**src/rtl/kgeb_pkg.sv**
```systemverilog
// kgeb_pkg: shared constants, register indexes and controller/datapath
// command and status types for the knn graph edge builder
// no dependencies
`timescale 1ns / 1ps

package kgeb_pkg;

    // fixed field widths
    localparam int NODE_W      = 6;
    localparam int TOPK_W      = 6;
    localparam int MINSEP_W    = 10;
    localparam int NCOUNT_W    = 7;
    localparam int CFG_ADDR_W  = 2;
    localparam int CFG_DATA_W  = 10;

    // default parameter values
    localparam int DEF_MAX_NODES    = 64;
    localparam int DEF_COORD_BITS   = 20;
    localparam int DEF_RESIDUE_BITS = 16;

    // configuration register indexes
    localparam logic [CFG_ADDR_W-1:0] CFG_TOP_K      = 2'd0;
    localparam logic [CFG_ADDR_W-1:0] CFG_MIN_SEP    = 2'd1;
    localparam logic [CFG_ADDR_W-1:0] CFG_NODE_COUNT = 2'd2;

    // register reset values
    localparam logic [TOPK_W-1:0]   RST_TOP_K      = 6'd8;
    localparam logic [MINSEP_W-1:0] RST_MIN_SEP    = 10'd0;
    localparam logic [NCOUNT_W-1:0] RST_NODE_COUNT = 7'd64;

    // request kinds
    localparam logic REQ_LOAD  = 1'b0;
    localparam logic REQ_QUERY = 1'b1;

    // controller to datapath commands
    typedef struct packed {
        logic              accept;
        logic              load_we;
        logic              rd_en;
        logic              rd_src;
        logic [NODE_W-1:0] j;
        logic              p1_issue;
        logic              latch_src;
        logic              build_mask;
        logic              p2_issue;
        logic              take_pend;
        logic              push_pend;
        logic              push_final;
    } t_cmd;

    // datapath to controller status
    typedef struct packed {
        logic [NCOUNT_W-1:0] n_part;
        logic                src_ok;
        logic                busy;
        logic                hit;
        logic                pend_v;
        logic                out_free;
        logic [NODE_W-1:0]   node;
    } t_sts;

endpackage

```
**src/rtl/kgeb_ctrl.sv**
```systemverilog
// kgeb_ctrl: sequencer for load, ranking pass and edge emission pass
// depends on kgeb_pkg
`timescale 1ns / 1ps

module kgeb_ctrl (
    input  logic          i_clk,
    input  logic          i_rst_n,
    input  logic          i_s_valid,
    input  logic          i_s_kind,
    output logic          o_s_ready,
    input  kgeb_pkg::t_sts i_sts,
    output kgeb_pkg::t_cmd o_cmd
);
    import kgeb_pkg::*;

    localparam logic [3:0] ST_IDLE = 4'd0;
    localparam logic [3:0] ST_SRC  = 4'd1;
    localparam logic [3:0] ST_SRCW = 4'd2;
    localparam logic [3:0] ST_P1   = 4'd3;
    localparam logic [3:0] ST_MASK = 4'd4;
    localparam logic [3:0] ST_P2RD = 4'd5;
    localparam logic [3:0] ST_P2WT = 4'd6;
    localparam logic [3:0] ST_P2EV = 4'd7;
    localparam logic [3:0] ST_FIN  = 4'd8;

    logic [3:0]          r_state, n_state;
    logic [NCOUNT_W-1:0] r_cnt, n_cnt;
    t_cmd                w_cmd;

    // next state and command decode
    always_comb begin
        n_state = r_state;
        n_cnt   = r_cnt;
        w_cmd   = '0;
        w_cmd.j = r_cnt[NODE_W-1:0];
        case (r_state)
            ST_IDLE: begin
                if (i_s_valid) begin
                    w_cmd.accept = 1'b1;
                    if (i_s_kind == REQ_QUERY) begin
                        n_cnt   = '0;
                        n_state = i_sts.src_ok ? ST_SRC : ST_FIN;
                    end else begin
                        w_cmd.load_we = i_sts.src_ok;
                    end
                end
            end
            ST_SRC: begin
                w_cmd.rd_en  = 1'b1;
                w_cmd.rd_src = 1'b1;
                n_state      = ST_SRCW;
            end
            ST_SRCW: begin
                w_cmd.latch_src = 1'b1;
                n_state         = ST_P1;
            end
            ST_P1: begin
                // one distance read per cycle, then let the pipeline drain
                if (r_cnt < i_sts.n_part) begin
                    w_cmd.rd_en    = 1'b1;
                    w_cmd.p1_issue = 1'b1;
                    n_cnt          = r_cnt + 1'b1;
                end else if (!i_sts.busy) begin
                    n_state = ST_MASK;
                end
            end
            ST_MASK: begin
                w_cmd.build_mask = 1'b1;
                n_cnt            = '0;
                n_state          = ST_P2RD;
            end
            ST_P2RD: begin
                if (r_cnt >= i_sts.n_part) begin
                    n_state = ST_FIN;
                end else if (r_cnt[NODE_W-1:0] == i_sts.node) begin
                    n_cnt = r_cnt + 1'b1;
                end else begin
                    w_cmd.rd_en = 1'b1;
                    n_state     = ST_P2WT;
                end
            end
            ST_P2WT: begin
                w_cmd.p2_issue = 1'b1;
                n_state        = ST_P2EV;
            end
            ST_P2EV: begin
                // an edge is held back one step so the final one can carry last
                if (i_sts.hit) begin
                    if (i_sts.pend_v) begin
                        if (i_sts.out_free) begin
                            w_cmd.push_pend = 1'b1;
                            w_cmd.take_pend = 1'b1;
                            n_cnt           = r_cnt + 1'b1;
                            n_state         = ST_P2RD;
                        end
                    end else begin
                        w_cmd.take_pend = 1'b1;
                        n_cnt           = r_cnt + 1'b1;
                        n_state         = ST_P2RD;
                    end
                end else begin
                    n_cnt   = r_cnt + 1'b1;
                    n_state = ST_P2RD;
                end
            end
            ST_FIN: begin
                if (i_sts.out_free) begin
                    w_cmd.push_final = 1'b1;
                    n_state          = ST_IDLE;
                end
            end
            default: begin
                n_state = ST_IDLE;
            end
        endcase
    end

    // state registers
    always_ff @(posedge i_clk) begin
        if (!i_rst_n) begin
            r_state <= ST_IDLE;
            r_cnt   <= '0;
        end else begin
            r_state <= n_state;
            r_cnt   <= n_cnt;
        end
    end

    assign o_s_ready = (r_state == ST_IDLE);
    assign o_cmd     = w_cmd;

endmodule

```
**config.mk**
```make
export PLATFORM = sky130hd
export DESIGN_NAME = kgeb_ctrl
export DESIGN_NICKNAME = d
export VERILOG_FILES = /design/src/rtl/kgeb_pkg.sv /design/src/rtl/kgeb_ctrl.sv
export SDC_FILE = /design/constraint.sdc
export NUM_CORES = 1
export LEC_CHECK = 0
export ABC_CLOCK_PERIOD_IN_PS = 4300
export BUFFER_PORTS_ARGS = -buffer_cell sky130_fd_sc_hd__buf_2
export CAP_MARGIN = 20
export CORE_ASPECT_RATIO = 2
export CORE_MARGIN = 5
export CORE_UTILIZATION = 40
export CTS_BUF_LIST = sky130_fd_sc_hd__clkbuf_2
export CTS_CLUSTER_SIZE = 10
export DETAILED_ROUTE_END_ITERATION = 10
export GPL_TIMING_DRIVEN = 0
export PLACE_DENSITY = 0.66
export SLEW_MARGIN = 40
export SYNTH_ARGS = -nofsm -noshare
export SYNTH_HDL_FRONTEND = slang
export SYNTH_SLANG_ARGS = --single-unit
```
**constraint.sdc**
```tcl
create_clock -name i_clk -period 4.3 [get_ports i_clk]
set_clock_uncertainty 0.1 [all_clocks]
set_input_delay 1.29 -clock i_clk [delete_from_list [all_inputs] [get_ports i_clk]]
set_output_delay 1.29 -clock i_clk [all_outputs]
set_load 0.01 [all_outputs]
```
==> results of run 1 <==
synth_stat cells, types with 2 or more instances:
library cell / n / area [sq um]
clkbuf_1: 3 / 11.3
nand2_1: 6 / 22.5
o21ai_1: 5 / 25.0
o211ai_1: 3 / 22.5
nand3_1: 4 / 20.0
nor3b_1: 2 / 15.0
xnor2_1: 2 / 17.5
xor2_1: 4 / 35.0
ha_1: 8 / 100
nand2b_1: 4 / 25.0
a221oi_1: 2 / 17.5
inv_1: 12 / 45.0
and2_1: 2 / 12.5
nor2b_1: 2 / 12.5
and3_1: 4 / 25.0
o21ai_0: 3 / 15.0
dfxtp_1: 11 / 220
nor2_1: 16 / 60.1
nor4_1: 2 / 12.5
nand4b_1: 2 / 17.5
nand3b_1: 7 / 52.6
o21bai_1: 2 / 15.0
o311ai_0: 5 / 43.8
o31ai_1: 2 / 15.0
a21oi_1: 7 / 35.0
nor3_1: 6 / 30.0
buf_4: 8 / 60.1
final timing paths:
check	from	to	slack [ns]	depth (start not counted)
max reg2reg	r_cnt[0]	r_cnt[0]	1.62	9
max	i_sts[17]	o_cmd[14]	0.18	9
min	r_cnt[6]	r_cnt[6]	0.43	2
min reg2reg	r_cnt[6]	r_cnt[6]	0.43	2
routing by layer:
layer | global-route usage [%] | up-vias
li1 | - | 639
met1 | 18.6 | 604
met2 | 32.0 | 50
met3 | 3.15 | 9
met4 | 8.82 | 0
met5 | 0 | -
final cells by class:
class | instances | area, sq um
Sequential cell | 11 | 220
Multi-Input combinational cell | 116 | 803
Clock buffer | 4 | 20.0
Inverter | 12 | 45.0
Buffer | 13 | 80.1
Fill cell | 306 | 1360
Tap cell | 29 | 36.3
Timing Repair Buffer | 40 | 205
power by group through the flow:
stage                     logic, mW  registers, mW  clock network, mW
after CTS                     0.246          0.125             0.0628
final                         0.245          0.125             0.0624
after global placement        0.242          0.128                  0
after floorplan               0.171          0.124                  0
after detailed placement      0.245          0.127                  0
after global routing          0.275          0.128             0.0695
kinds of logic after synthesis:
| family | after synthesis | synth area share [%] |
|---|---|---|
| AOI/OAI and AO/OA | 38 | 24.5 |
| xor gates and xnor gates | 6 | 4.59 |
| adders and majority gates | 8 | 8.74 |
| buffers and inverters | 25 | 10.9 |
| DFF | 11 | 19.2 |
| and+or+nand+nor | 64 | 32.0 |
worst min-delay path, delay by kind of cell, from the launching register on:
kind / cells / cell delay [ns]
flip-flops: 1 / 0.34
AO/OA/AOI/OAI: 2 / 0.16
sequential cells by signal (all words and copies together), names as in the netlist:
name,cells
r_cnt,7
r_state,4
timing repair:
item | in CTS | in global routing
endpoints found under the setup margin | 1 | 1
pin swaps | 0 | 1
gates resized for setup | 1 | 1
gates cloned | 0 | 0
buffers inserted | 0 | 2
==> metrics.csv, run 1 <==
metric;value;unit
row_count;27;
wl;3340;microns
io_buffers;38;
dr.pass1.iters;4;
p_total;0.433;mW
fp.coreArea;2770;sq um
wl_met1;1170;microns
cap_violations;0;
worstPathRequired;2.91;ns
top_layer_used;met4;
postCtsHoldBufs;0;
grt_first_pass_wirelength;5610;microns
switchingPower;0.197;mW
start_util;41.3;%
clk_latency;0.28;ns
viasPerCell;5.79;
hold_viol_final;0;
drt_iter0_drc;48;
final_nets;227;
dp.cells;219;
worst_pin_slew;0.646;ns
die_width;47.8;microns
internal_power;0.235;mW
antenna_cells;0;
p_leak;0.700;nW
crit_arrival;2.73;ns
path_cells;buf_2 -> inv_1 -> ha_1 -> nand4_1 -> o21bai_1 -> o21bai_2 -> nor2_1 -> a211o_1 -> buf_2;
clockBufferDepth;2;
finalSetupTns;0;ns
layout_common_cells;buf_2 (39), nor2_1 (16), inv_1 (12);
grt-ovfl-total;0;
crit_path_end_kind;output pin;
max_stage_delay;0.31;ns
vias;1302;
cts_root_buf;clkbuf_2;
ys_ff_latch;11;
status;finished, final reports clean;
synthArstFlopShare;0;%
grt_pass1_vias;1333;
route.met2.wl;1890;microns
p_sw_share;45.6;%
p_comb_share;56.7;%
ys.flop_type;dfxtp_1;
worstSetupPathType;in -> out;
cp_num_buf_inv;3;
ios;40;
dieArea;4100;sq um
syn_nets;182;
fp.dieH;85.7;microns
cp-start-kind;input pin;
min_period_over_period;95.8;%
final.min_clock_period;4.12;ns
clock_sinks;11;
path_delay_family;compound AO/OA/AOI/OAI gates;
layout.cells.non_filler;225;
syn_inst;152;
cts_tree;done;
relSlewSlack;56.3;%
final_cell_area;1410;sq um
pwr-share-clk;14.4;%
wl_per_cell;14.9;microns
yosysUniqueCellTypes;45;
utilization;50.9;%
final_common_cell;buf_2;
h-tree-depth;1;
place_area;1370;sq um
postRouteAntennaNets;0;
setup_viol;0;
holdWs;0.433;ns
ys_seq_area_share;19.2;%
grt_max_degree;11;
ys_warn_count;0;
grt_setup_unrepaired;false;
synth_edf_count;0;
cts_buffers;3;
worst-path-max-fanout;4;
peakVddDrop;142;uV
p_per_area;307;nW/um^2
syn_to_final_growth;23.2;%
route.met3.wl;204;microns
drc;0;
fmax;0.243;GHz
pre_cts_ws;-0.000608;ns
final_layout_size_suffix_gt1_share;31.1;%
cp_common_cell;buf_2;
critPathSlowestCell;ha_1;
worst_slack;0.181;ns
syn_area;1140;sq um
maxSlewViolCount;0;
antenna_found_initial;0;
hpwlAfterDp;2760;microns
hold_path.class;reg -> reg;
syn_avg_cell_area;7.53;sq um
clk_pin_slew_worst_paths;0.11;ns
grt_usage;18.0;%
routabilityCongestion;0.853;
pwr-share-seq;28.9;%
No activity file was read; power rests on OpenSTA's default activity.
==> run 2, diff against run 1 <==
PLACE_DENSITY = 0.76   (was 0.66)
==> metrics.csv, run 2 (synthesis results as in run 1) <==
metric;value;unit
status;finished, final reports clean;
worst-path-max-fanout;6;
final.min_clock_period;4.17;ns
finalSetupTns;0;ns
start_util;41.3;%
worstSetupPathType;in -> out;
postRouteAntennaNets;0;
min_period_over_period;96.9;%
relSlewSlack;55.8;%
cts_root_buf;clkbuf_2;
cts_setup_buffers;0;
syn_to_final_growth;21.9;%
hold_path.class;reg -> reg;
cts_resized;0;
dieArea;4100;sq um
maxSlewViolCount;0;
top_register;r_cnt;
fp.dieH;85.7;microns
drt_iter0_drc;38;
cts_buffers;3;
path_delay_family;compound AO/OA/AOI/OAI gates;
die_width;47.8;microns
final_nets;225;
cp_common_cell;buf_2;
final_common_cell;buf_2;
largestRegisters;r_cnt (7), r_state (4);
worst_pin_slew;0.653;ns
grt_pass1_vias;1209;
critPathSlowestCell;ha_1;
wl_per_cell;14.6;microns
vias;1305;
largest_reg_flops;7;
routabilityCongestion;0.853;
hpwlAfterDp;2660;microns
max_stage_delay;0.31;ns
cp_num_buf_inv;3;
dr.pass1.iters;4;
final_layout_size_suffix_gt1_share;30.4;%
holdWs;0.431;ns
antenna_cells;0;
wl;3250;microns
clockBufferDepth;2;
p_leak;0.690;nW
viasPerCell;5.85;
io_buffers;38;
postCtsHoldBufs;0;
h-tree-depth;1;
cts_tree;done;
setup_viol;0;
grt_max_degree;11;
path_cells;buf_2 -> inv_1 -> ha_1 -> nand4_1 -> o21bai_1 -> o21bai_2 -> nor2_1 -> a211o_1 -> buf_2;
clock_sinks;11;
fmax;0.240;GHz
clk_pin_slew_worst_paths;0.12;ns
clk_latency;0.27;ns
worstPathRequired;2.91;ns
cap_violations;0;
fp.coreArea;2770;sq um
layout_common_cells;buf_2 (39), nor2_1 (16), inv_1 (12);
drc;0;
grt_first_pass_wirelength;4970;microns
crit_path_end_kind;output pin;
crit_arrival;2.78;ns
grt_setup_unrepaired;false;
grt-ovfl-total;0;
row_count;27;
cp-start-kind;input pin;
p_per_area;310;nW/um^2
ios;40;
peakVddDrop;113;uV
grt_usage;16.0;%
antenna_found_initial;0;
hold_viol_final;0;
-- run 2: cell types whose count changed in the layout (fill, tap and decap cells not counted) --
cell	change
o21ai_0	+1
o21ai_1	-1
buf_4	-2
-- run 2: power breakdown --
part / internal, mW / leakage [nW] / switching (mW)
registers: 0.113 / 0.0891 / 0.0130
clock network: 0.0247 / 0.0166 / 0.0369
logic: 0.0981 / 0.584 / 0.148
-- run 2: cell type report --
type                    instances  area, sq um
inverters                      12         45.0
well taps                      29         36.3
flip-flops and latches         11          220
repair buffers                 38          190
multi-input cells             116          803
plain buffers                  13         80.1
fillers                       293         1380
clock buffers                   4         20.0
-- run 2: through the flow --
step / instance area [sq um] / utilization [%] / worst slack [ns] / power, mW / std cells
final: 1400 / 50.4 / 0.133 / 0.433 / 223
after global routing: 1400 / 50.4 / 0.0123 / 0.462 / 223
after CTS: 1390 / 50.2 / 0.0150 / 0.431 / 223
after detailed placement: 1370 / 49.5 / 0.0267 / 0.370 / 219
after global placement: 1370 / 49.5 / 0.0316 / 0.367 / 219
after floorplan: 1140 / - / 0.378 / 0.294 / 152
-- run 2: final timing paths --
check,from,end,slack (ns),depth (start not counted)
hold / removal,r_cnt[6],r_cnt[6],0.43,2
setup / recovery,i_sts[17],o_cmd[14],0.13,9
setup reg to reg,r_cnt[0],r_state[3],1.76,8
hold reg to reg,r_cnt[6],r_cnt[6],0.43,2
-- run 2: layer usage --
layer  vias up  GRT usage (%)  wire length (microns)  share of wire, %
met3         8           2.73                    187               5.7
li1        633              -                      -                 -
met5         -              0                      0                 0
met2        49           30.0                   1860                57
met1       615           15.2                   1140                35
met4         0           7.11                     64               2.0
-- run 2: worst min-delay path, stage by stage (launching register included) --
cell      delay, ns
dfxtp_1        0.35
o311ai_0       0.09
o21ai_1        0.07
==> run 3, diff against run 2 <==
ABC_AREA = 1   (was unset)
CAP_MARGIN = unset   (was 20)
PLACE_DENSITY = 0.75   (was 0.76)
==> metrics.csv, run 3 <==
metric;value;unit
fmax;0.250;GHz
dp.cells;289;
p_per_area;464;nW/um^2
layout_common_cells;nand2_1 (59), nor2_1 (45), buf_2 (38);
yosysTopAreaCell;nand2_1;
p_leak;0.907;nW
synthArstFlopShare;0;%
top_register;r_cnt;
final_layout_size_suffix_gt1_share;25.9;%
finalSetupTns;0;ns
dieArea;4410;sq um
antenna_found_initial;0;
io_buffers;38;
cap_violations;0;
grt_first_pass_wirelength;5280;microns
syn_nets;251;
final_common_cell;nand2_1;
postCtsHoldBufs;0;
die_width;49.5;microns
switchingPower;0.363;mW
worst_pin_slew;0.397;ns
pwr-share-seq;24.6;%
synth_edf_count;0;
grt_setup_unrepaired;false;
p_sw_share;52.3;%
place_area;1480;sq um
grt_pass1_vias;1350;
clk_pin_slew_worst_paths;0.13;ns
yosysMostFrequentCell;nand2_1;
peakVddDrop;240;uV
syn_inst;221;
cts_setup_buffers;0;
yosysUniqueCellTypes;28;
syn_avg_cell_area;5.66;sq um
ys.flop_type;dfxtp_1;
ys_seq_area_share;17.6;%
drc;0;
wl_per_cell;10.0;microns
clockBufferDepth;2;
final_nets;294;
hold_path.class;reg -> reg;
grt_max_degree;11;
timing.reg2reg.setup_slack;2.18;ns
path_cells;buf_2 -> inv_1 -> ha_1 -> nand2_1 -> inv_1 -> a21oi_1 -> nand2_1 -> nor2_1 -> a21oi_1 -> nand2_1 -> buf_2;
max_stage_delay;0.30;ns
wl;2940;microns
clock_sinks;11;
largest_reg_flops;7;
antenna_cells;0;
viasPerCell;4.72;
cts_root_buf;clkbuf_2;
path_delay_family;simple AND/OR/NAND/NOR gates;
cp_common_cell;nand2_1;
ys_ff_latch;11;
cts_resized;0;
syn_area;1250;sq um
crit_path_end_kind;output pin;
fp.dieH;89.1;microns
final_cell_area;1500;sq um
hpwlAfterDp;2560;microns
syn_to_final_growth;19.8;%
cts_buffers;3;
start_util;42.0;%
synth_area_leaders;nand2_1 (18%), dfxtp_1 (18%), nor2_1 (14%);
row_count;28;
largestRegisters;r_cnt (7), r_state (4);
min_period_over_period;92.9;%
ys_warn_count;0;
h-tree-depth;1;
cp-start-kind;input pin;
internal_power;0.332;mW
worstPathRequired;2.91;ns
pwr-share-clk;8.2;%
critPathSlowestCell;ha_1;
crit_arrival;2.60;ns
maxSlewViolCount;0;
grt-ovfl-total;0;
cts_tree;done;
postRouteAntennaNets;0;
drt_iter0_drc;10;
setup_viol;0;
utilization;50.3;%
status;finished, final reports clean;
worstSetupPathType;in -> out;
clk_latency;0.26;ns
cp_num_buf_inv;4;
grt_usage;14.6;%
fp.coreArea;2980;sq um
synthTopCellsByCount;nand2_1 (59), nor2_1 (45), inv_1 (35), nand3_1 (13), dfxtp_1 (11);
worst-path-max-fanout;3;
vias;1384;
final.min_clock_period;3.99;ns
layout.cells.non_filler;293;
synthDominantCellAreaShare;17.7;%
hold_viol_final;0;
dr.pass1.iters;5;
p_comb_share;67.2;%
relSlewSlack;73.5;%
routabilityCongestion;0.888;
ios;40;
run 3: changes by cell type after synthesis, sizes merged, moves of 4 or more:
| cell | delta |
|---|---|
| nand2 | +58 |
| nor2 | +34 |
| inv | +29 |
| nand3 | +11 |
| o311ai | -6 |
| nand2b | -4 |
| nand3b | -4 |
| nor3 | -4 |
| o21ai | -4 |
| xor2 | -4 |
run 3: power by group through the flow:
stage	registers, mW	logic, mW	clock network (mW)
final	0.171	0.467	0.0570
after global routing	0.179	0.537	0.0659
after CTS	0.171	0.474	0.0601
after detailed placement	0.173	0.473	0
after global placement	0.173	0.467	0
after floorplan	0.161	0.369	0
run 3: metrics by stage:
step                hold slack (ns)  power [mW]  worst slack [ns]
floorplan                     0.393       0.530             0.531
global route                  0.503       0.782             0.164
CTS                           0.447       0.705             0.316
detailed placement            0.429       0.646             0.325
global placement              0.427       0.640             0.328
finish                        0.443       0.695             0.306
run 3: cell families (layout without fill, tap and decap cells):
kind of cell,Yosys count,in the layout,synth area share [%]
AO/OA/AOI/OAI,12,12,5.90
buffers and inverters,48,90,16.2
adder cells (fa/ha/maj),8,8,8.00
flip-flops,11,11,17.6
AND/OR/NAND/NOR,142,142,52.3
run 3: worst paths after layout:
path / cells past startpoint / endpoint / startpoint
worst max-delay path: 11 / o_cmd[14] / i_sts[17]
worst min-delay path: 2 / r_cnt[6] / r_cnt[6]
worst max register to register: 11 / r_state[0] / r_cnt[5]
worst min register to register: 2 / r_cnt[6] / r_cnt[6]
run 3: routing by layer:
metal  share of wire [%]  wire (microns)  global-route usage, %
met1                  35            1040                   13.7
met2                  55            1600                   28.8
met3                 5.2             154                   1.84
met4                 4.7             138                   9.07
met5                   0               0                      0
run 3: area by class of cell:
type                    instances  area, sq um
plain buffers                   7         48.8
inverters                      41          154
fillers                       335         1480
clock buffers                   3         15.0
flip-flops and latches         11          220
multi-input cells             162          828
repair buffers                 38          190
clock inverters                 1         5.00
well taps                      30         37.5
run 3: tightest hold or removal path, delay by kind of cell, from the launching register on:
family           cells  cell delay (ns)
flip-flops           1             0.37
AND/OR/NAND/NOR      2             0.16
